**config.mk**
```make
export PLATFORM = sky130hd
export DESIGN_NAME = four_level_priority_queue_top
export DESIGN_NICKNAME = d
export VERILOG_FILES = /design/src/sv/fpq_pkg.sv /design/src/sv/fpq_cell.sv /design/src/sv/four_level_priority_queue_top.sv
export VERILOG_INCLUDE_DIRS = /design/src /design/src/sv
export SDC_FILE = /design/constraint.sdc
export NUM_CORES = 1
export LEC_CHECK = 0
export ABC_AREA = 1
export BUFFER_PORTS_ARGS = -buffer_cell sky130_fd_sc_hd__buf_4
export CORE_MARGIN = 1.5
export CORE_UTILIZATION = 40
export CTS_CLUSTER_DIAMETER = 40
export DETAILED_ROUTE_END_ITERATION = 16
export HOLD_SLACK_MARGIN = 0.15
export PLACE_DENSITY = 0.62
export SLEW_MARGIN = 20
export SYNTH_ARGS = -nofsm -noshare
export SYNTH_HDL_FRONTEND = slang
export SYNTH_SLANG_ARGS = --single-unit
```
**constraint.sdc**
```tcl
create_clock -name clk -period 4.1 [get_ports clk]
set_input_delay 1.025 -clock clk [delete_from_list [all_inputs] [get_ports clk]]
set_output_delay 1.025 -clock clk [all_outputs]
set_load 0.02 [all_outputs]
```
**src/sv/four_level_priority_queue_top_assert.svh**
```systemverilog
// Assertion macros for the four-level priority queue.
// All checks are sampled on the rising edge of clk and are off while rst_n is low.
`ifndef FOUR_LEVEL_PRIORITY_QUEUE_TOP_ASSERT_SVH
`define FOUR_LEVEL_PRIORITY_QUEUE_TOP_ASSERT_SVH

// Consequent must hold in the same cycle as the antecedent.
`define FPQ_ASSERT_SAME(lbl, ante, cons) \
    lbl: assert property (@(posedge clk) disable iff (!rst_n) (ante) |-> (cons)) \
        else $error("fpq check failed");

// Consequent must hold in the cycle after the antecedent.
`define FPQ_ASSERT_NEXT(lbl, ante, cons) \
    lbl: assert property (@(posedge clk) disable iff (!rst_n) (ante) |=> (cons)) \
        else $error("fpq check failed");

`endif

```
**src/sv/fpq_pkg.sv**
```systemverilog
// ----------------------------------------------------------------------------
// fpq_pkg
// Shared types and constants for the four-level priority queue.
// ----------------------------------------------------------------------------
`timescale 1ns / 1ps

package fpq_pkg;

    localparam int CAPACITY = 16;
    localparam int CNT_W    = $clog2(CAPACITY + 1);
    localparam int ID_W     = 16;
    localparam int PRIO_W   = 2;

    localparam logic CMD_ENQ = 1'b0;
    localparam logic CMD_DEQ = 1'b1;

    localparam logic [1:0] ST_ENQUEUED = 2'd0;
    localparam logic [1:0] ST_DEQUEUED = 2'd1;
    localparam logic [1:0] ST_EMPTY    = 2'd2;
    localparam logic [1:0] ST_FULL     = 2'd3;

    typedef struct packed {
        logic [PRIO_W-1:0] prio;
        logic [ID_W-1:0]   id;
    } entry_t;

    // Broadcast to every cell; enq/deq already gated by full/empty.
    typedef struct packed {
        logic   enq;
        logic   deq;
        entry_t ins;
    } cell_ctl_t;

endpackage

```
**src/sv/fpq_cell.sv**
```systemverilog
// ----------------------------------------------------------------------------
// fpq_cell
// One slot of the sorted shift chain: keeps, shifts in from either side,
// or takes the new entry.
// ----------------------------------------------------------------------------
`timescale 1ns / 1ps

module fpq_cell
    import fpq_pkg::*;
(
    input  logic      clk,
    input  cell_ctl_t ctl,
    input  logic      occ,
    input  logic      left_keep,
    input  entry_t    left_entry,
    input  entry_t    right_entry,
    output entry_t    entry,
    output logic      keep
);

    entry_t entry_reg;
    entry_t entry_next;

    // Slot stays put on enqueue when it holds an entry of equal or higher priority.
    assign keep  = occ && (entry_reg.prio >= ctl.ins.prio);
    assign entry = entry_reg;

    always_comb
    begin
        entry_next = entry_reg;
        if (ctl.deq)
        begin
            entry_next = right_entry;
        end
        else if (ctl.enq && !keep)
        begin
            entry_next = left_keep ? ctl.ins : left_entry;
        end
    end

    always_ff @(posedge clk)
    begin
        entry_reg <= entry_next;
    end

endmodule

```
**src/sv/four_level_priority_queue_top.sv**
```systemverilog
// ----------------------------------------------------------------------------
// four_level_priority_queue_top
// Bounded stable priority queue of tagged entries built as a sorted chain of cells.
// ----------------------------------------------------------------------------
//  Channel   Ports                                        Handshake
//  request   command, entry_id, priority_req              start high, busy low
//  result    status, out_id, out_priority, is_empty       done strobe, one cycle
//
//  One request per cycle; the result shows on done in the cycle after start.
//  busy is held low: every chain cell compares and shifts in the same cycle,
//  so the store is up to date for the next request.
//  Reset clears the fill count and the result strobe; the cells need no reset.
//  The receiver cannot stall; each result is valid for exactly one cycle.
`timescale 1ns / 1ps

module four_level_priority_queue_top
    import fpq_pkg::*;
(
    input  logic              clk,
    input  logic              rst_n,
    input  logic              start,
    output logic              busy,
    input  logic              command,
    input  logic [ID_W-1:0]   entry_id,
    input  logic [PRIO_W-1:0] priority_req,
    output logic              done,
    output logic [1:0]        status,
    output logic [ID_W-1:0]   out_id,
    output logic [PRIO_W-1:0] out_priority,
    output logic              is_empty
);

    logic [CNT_W-1:0] count_reg;
    logic [CNT_W-1:0] count_next;
    logic              done_reg;
    logic [1:0]        status_reg;
    logic [1:0]        status_next;
    logic [ID_W-1:0]   out_id_reg;
    logic [ID_W-1:0]   out_id_next;
    logic [PRIO_W-1:0] out_priority_reg;
    logic [PRIO_W-1:0] out_priority_next;
    logic              is_empty_reg;

    cell_ctl_t ctl;
    entry_t    cell_entry [CAPACITY];
    logic      cell_keep  [CAPACITY];
    logic      full;
    logic      empty;

    assign busy  = 1'b0;
    assign full  = (count_reg == CNT_W'(CAPACITY));
    assign empty = (count_reg == '0);

    assign ctl.enq      = start && (command == CMD_ENQ) && !full;
    assign ctl.deq      = start && (command == CMD_DEQ) && !empty;
    assign ctl.ins.prio = priority_req;
    assign ctl.ins.id   = entry_id;

    for (genvar i = 0; i < CAPACITY; i++)
    begin : g_cell
        logic   occ;
        logic   lk;
        entry_t le;
        entry_t re;

        assign occ = (CNT_W'(i) < count_reg);

        if (i == 0)
        begin : g_first
            assign lk = 1'b1;
            assign le = ctl.ins;
        end
        else
        begin : g_mid
            assign lk = cell_keep[i-1];
            assign le = cell_entry[i-1];
        end

        if (i == CAPACITY - 1)
        begin : g_last
            assign re = '0;
        end
        else
        begin : g_inner
            assign re = cell_entry[i+1];
        end

        fpq_cell u_cell (
            .clk         (clk),
            .ctl         (ctl),
            .occ         (occ),
            .left_keep   (lk),
            .left_entry  (le),
            .right_entry (re),
            .entry       (cell_entry[i]),
            .keep        (cell_keep[i])
        );
    end

    always_comb
    begin
        count_next        = count_reg;
        status_next       = ST_ENQUEUED;
        out_id_next       = '0;
        out_priority_next = '0;
        if (command == CMD_ENQ)
        begin
            if (full)
            begin
                status_next = ST_FULL;
            end
            else
            begin
                count_next = count_reg + CNT_W'(1);
            end
        end
        else
        begin
            if (empty)
            begin
                status_next = ST_EMPTY;
            end
            else
            begin
                status_next       = ST_DEQUEUED;
                out_id_next       = cell_entry[0].id;
                out_priority_next = cell_entry[0].prio;
                count_next        = count_reg - CNT_W'(1);
            end
        end
    end

    always_ff @(posedge clk or negedge rst_n)
    begin
        if (!rst_n)
        begin
            count_reg        <= '0;
            done_reg         <= 1'b0;
            status_reg       <= ST_ENQUEUED;
            out_id_reg       <= '0;
            out_priority_reg <= '0;
            is_empty_reg     <= 1'b1;
        end
        else
        begin
            done_reg <= start;
            if (start)
            begin
                count_reg        <= count_next;
                status_reg       <= status_next;
                out_id_reg       <= out_id_next;
                out_priority_reg <= out_priority_next;
                is_empty_reg     <= (count_next == '0);
            end
        end
    end

    assign done         = done_reg;
    assign status       = status_reg;
    assign out_id       = out_id_reg;
    assign out_priority = out_priority_reg;
    assign is_empty     = is_empty_reg;

`include "four_level_priority_queue_top_assert.svh"

    `FPQ_ASSERT_SAME(a_count_bound, 1'b1, count_reg <= CNT_W'(CAPACITY))
    `FPQ_ASSERT_NEXT(a_strobe, start, done)
    `FPQ_ASSERT_NEXT(a_enq_grows, ctl.enq, count_reg == $past(count_reg) + CNT_W'(1))
    `FPQ_ASSERT_NEXT(a_deq_shrinks, ctl.deq, count_reg == $past(count_reg) - CNT_W'(1))
    `FPQ_ASSERT_SAME(a_empty_flag, done && (status == ST_EMPTY), is_empty && (count_reg == '0))

endmodule

```
==> After elaboration in Yosys (flattened, before gate mapping) <==
Cells that the tools add are included.
{ "word_totals": {"ff_bits": 315, "in_bits": 22, "output_inout_bits": 23, "word_cells": 200} }
{ "op_classes": {"add_sub_neg": 2, "order_cmp": 32, "n_eq_ne": 1, "n_mux": 55, "n_bitwise": 1, "reduce_logical": 71} }
{ "ops": {"columns": ["operator", "n"], "rows": [
  ["2-to-1 mux 18 bit", 45],
  ["less-than comparator 4 x 5 -> 1 bit (first input constant)", 8],
  ["logical AND 1 bit", 36],
  ["greater-or-equal comparator 2 bit", 16],
  ["2-to-1 mux 16 bit", 2],
  ["nonzero test 2 bit", 15],
  ["less-than comparator 3 x 5 -> 1 bit (first input constant)", 4],
  ["zero test 1 bit", 18],
  ["2-to-1 mux 5 bit", 3],
  ["zero test 5 bit", 2],
  ["less-than comparator 1 x 5 -> 1 bit (first input constant)", 2],
  ["less-than comparator 2 x 5 -> 1 bit (first input constant)", 2],
  ["2-to-1 mux 2 bit", 5],
  ["adder 5 x 1 -> 5 bit (second input constant)", 1],
  ["equality test 5 bit (second input constant)", 1],
  ["subtractor 5 x 1 -> 5 bit (second input constant)", 1],
  ["inverter 1 bit", 1]
]} }

==> Logic depth before layout (Yosys ltp) <==
{ "logic_depth": {"depth_word": 6, "ltp_mapped": 11, "depth_no_buf": 11} }

==> Modules after synthesis <==
From an unflattened synthesis, not the netlist that was laid out.
{ "hier_totals": {"cells_unflattened": 1940, "hier_area_um2": 17668.2} }
{ "modules_own_cells": {"columns": ["module", "n_inst", "cells_each", "area_per_inst_um2", "seq_area_each_um2"], "rows": [
  ["fpq_cell", 16, 111, 1014.7, 540.5],
  ["four_level_priority_queue_top", 1, 164, 1432.6, 676.9]
]} }

==> Worst setup path after synthesis <==
No wires, ideal clock.
{ "synth_timing": {"path_kind": "input to register", "startpoint": "in priority_req[1]", "endpoint": "reg g_cell[7].u_cell.entry_reg, in the netlist g_cell[7].u_cell.entry[0] (enable)", "arrival_time_ps": 3789, "slack_ps": -107, "stages": 8, "cell_sequence": "inv_1 -> ha_1 -> o21ai_0 -> nand2_1 -> nand2_1 -> clkinv_1 -> buf_2 -> o21ai_0"} }
{ "synth_via": {"elab_chain_cells": 5} }
{ "synth_rtl": {"columns": ["element", "line_no", "text"], "rows": [
  ["from (decl)", "four_level_priority_queue_top.sv:25", "input logic [PRIO_W-1:0] priority_req,"],
  ["greater-or-equal comparator 2 bit", "fpq_cell.sv:25", "assign keep = occ && (entry_reg.prio >= ctl.ins.prio);"],
  ["logical AND 1 bit", "fpq_cell.sv:25", null],
  ["zero test 1 bit", "fpq_cell.sv:35", "else if (ctl.enq && !keep)"],
  ["logical AND 1 bit", "fpq_cell.sv:35", null],
  ["nonzero test 2 bit (no source line)", null, null],
  ["to (signal assigned)", "fpq_cell.sv:43", "entry_reg <= entry_next;"],
  ["to (decl)", "fpq_cell.sv:21", "entry_t entry_reg;"]
]} }
Every way passes these cells.
A chain may end at the register's enable or synchronous reset.

==> flow_summary.toml <==
[power_and_ir_drop]
power_mw = 16.3
cellLeakagePower_nw = 8.35
vdd_drop_max_v = 0.000363
power_density_mw_per_mm2 = 840

[clock_tree]
ctsResizeCount = 0
cts_buffers = 51
cts.sink_count = 315
cts_tree = "done"
clk_latency_ps = 580
clk_pin_slew_ps = 60
cts_setup_buffers = 0
cts_root_buf = "clkbuf_16"
cts-htree-levels = 2
cts-hold-fix-buffers = 0
clockBufferDepth = 3

[grt]
grt_usage_pct = 23.5
grt_max_degree = 197
grt_pass1_vias = 13700
grt_pass1_wl_um = 79800
antenna_found_initial = 1
gr-total-overflow = 0

[synth]
ys_warn_count = 0
seq_area_frac_synth_pct = 54.3
avgSynthCellArea_um2 = 8.43
synth_ff_type = "edfxtp_1"
syn_area_mm2 = 0.0168
synthArstFlopShare_pct = 8.57
synthCells = 1998
synth_cell_types = 33
syn-num-nets = 2056
synth_seq_cells = 315
synth_edf_count = 270

[sta]
fin_crit_ps = 3080
fmax_ghz = 0.324
setup_tns_ps = 0
setup_viol = 0
post-route-period-util_pct = 75.2
slew_headroom_pct = 32.1
finalClockSkew_ps = 31.5
worst_pin_slew_ps = 1020
rsz0062_at_grt = "false"
holdWs_ps = 367
finalHoldViolCount = 0
slew_violations = 0

[final_layout]
drive_gt1_share_pct = 10.0
largest_reg_flops = 288
layout_commonest_cell = "nand2_1"
multiInputGateArea_mm2 = 0.00665
area_growth_pct = 15.3
antenna_cells = 0
regArea_mm2 = 0.00915
final_cell_mix = "nand2_1, edfxtp_1, nor2_1, a31oi_1, inv_1"
fillCellCount = 3951
fin_nets = 2066

[worst_setup_path]
regToRegStartpoint = "count_reg[1]"
worstReg2RegEnd = "g_cell[12].u_cell.entry[2]"
arrival_ps = 3370
endpoint = "g_cell[12].u_cell.entry[2]"
worstPathRequired_ps = 4380
crit_path_end_kind = "flip-flop"
ff2ff_setup_slack_ps = 1020
cp-startpoint = "count_reg[1]"
reg2reg_depth = 8
path_max_fanout = 196
criticalPathCategory = "flip-flop to flip-flop"
start_kind = "flip-flop"

[outcome]
status = "finished, final reports clean"

[place]
port_buffers = 43
dp_hpwl_um = 33900
gp_congestion = 0.883

[routing]
wl_met2_um = 22100
drc_errors = 0
drt_iter0_drc = 1910
routed_wl_um = 51200
route.met3.wl_um = 4950
highest_layer = "met5"
avgRoutedWirePerCell_um = 19.8
firstDrtPassIters = 5
drtAntennaViolNets = 0
vias_per_cell = 5.58
met1_length_um = 22100
num_vias = 14400

[floorplan]
die_w_um = 208
core_area_mm2 = 0.0412
initial_core_util_pct = 40.9
dieArea_mm2 = 0.0433
chipHeight_um = 208
io_pins = 45
fp-row-count = 74

[min_path]
hold_path_class = "primary input to asynchronous set/reset pin"

[run]
drv_cap = 0
## Yosys cell counts, types with 2 or more instances
master,n,share of area [%]
inv_1,111,2.5
clkbuf_1,45,1.0
dfxtp_1,18,2.1
nand3_2,5,0.30
nand4_1,24,0.89
nand3_1,68,2.0
clkinv_1,5,0.11
o21ai_1,23,0.68
nand2_2,8,0.30
dfrtp_1,26,3.9
o21a_1,2,0.089
a31oi_1,181,6.7
edfxtp_1,270,48
nor2_2,2,0.074
ha_1,36,2.7
buf_1,10,0.22
o21ai_2,2,0.10
buf_4,5,0.22
a22o_1,17,0.88
nand2_1,731,16
buf_6,3,0.20
o21ai_0,102,3.0
nor2_1,221,4.9
buf_2,68,2.0
inv_2,7,0.16
## cell type report
class,instances,area share [%]
inverter,123,2.38
clock buffer,66,7.41
multi-input combinational,1429,34.2
clock inverter,30,1.77
sequential,315,47.1
tap,532,3.43
timing repair buffer,88,3.66
## power by group
group | total [mW] | internal, mW | switching [mW]
sequential | 6.09 | 5.32 | 0.771
combinational | 5.77 | 1.81 | 3.96
clock | 4.45 | 2.82 | 1.63
total | 16.3 | 9.96 | 6.35
## per-layer routing
metal / up-vias / GRT usage [%]
met5: - / 0
met4: 2 / 9.54
met3: 95 / 4.56
met2: 670 / 35.4
met1: 6865 / 33.3
li1: 6790 / -
## cell families (layout without fill, tap and decap cells)
kind of cell | Yosys count | after routing | share of synthesized area, %
adders and majority gates | 36 | 36 | 2.67
buffers and inverters | 254 | 307 | 6.41
DFF | 315 | 315 | 54.3
other | 1 | 1 | 0.0223
and+or+nand+nor | 1062 | 1062 | 24.9
AOI/OAI and AO/OA | 330 | 330 | 11.7
## worst max-delay path, cell delays in order (launching register included)
cell	delay, ps
dfrtp_1	460
inv_1	250
ha_1	240
inv_1	50
nor2_1	220
a21oi_2	140
nand2_4	450
buf_12	580
a31oi_1	220
## through the flow
| step | utilization, % | area, um^2 | setup slack (ps) | std cells |
|---|---|---|---|---|
| final | 47.1 | 19400 | 1020 | 2583 |
| after global routing | 47.1 | 19400 | 826 | 2583 |
| after CTS | 47.1 | 19400 | 1100 | 2583 |
| after detailed placement | 42.8 | 17600 | 797 | 2487 |
| after global placement | 42.8 | 17600 | 832 | 2487 |
| after floorplan | - | 16800 | 55.8 | 1998 |
## worst min path at each step
stage | endpoint | slack, ps | cells after the start
floorplan | out_id[0] | 470 | 1
global placement | is_empty | 460 | 2
detailed placement | is_empty | 460 | 2
CTS | out_id[15] | 360 | 1
global route | out_id[8] | 370 | 1
finish | out_id[15] | 370 | 1
No activity file was read; power rests on OpenSTA's default activity.
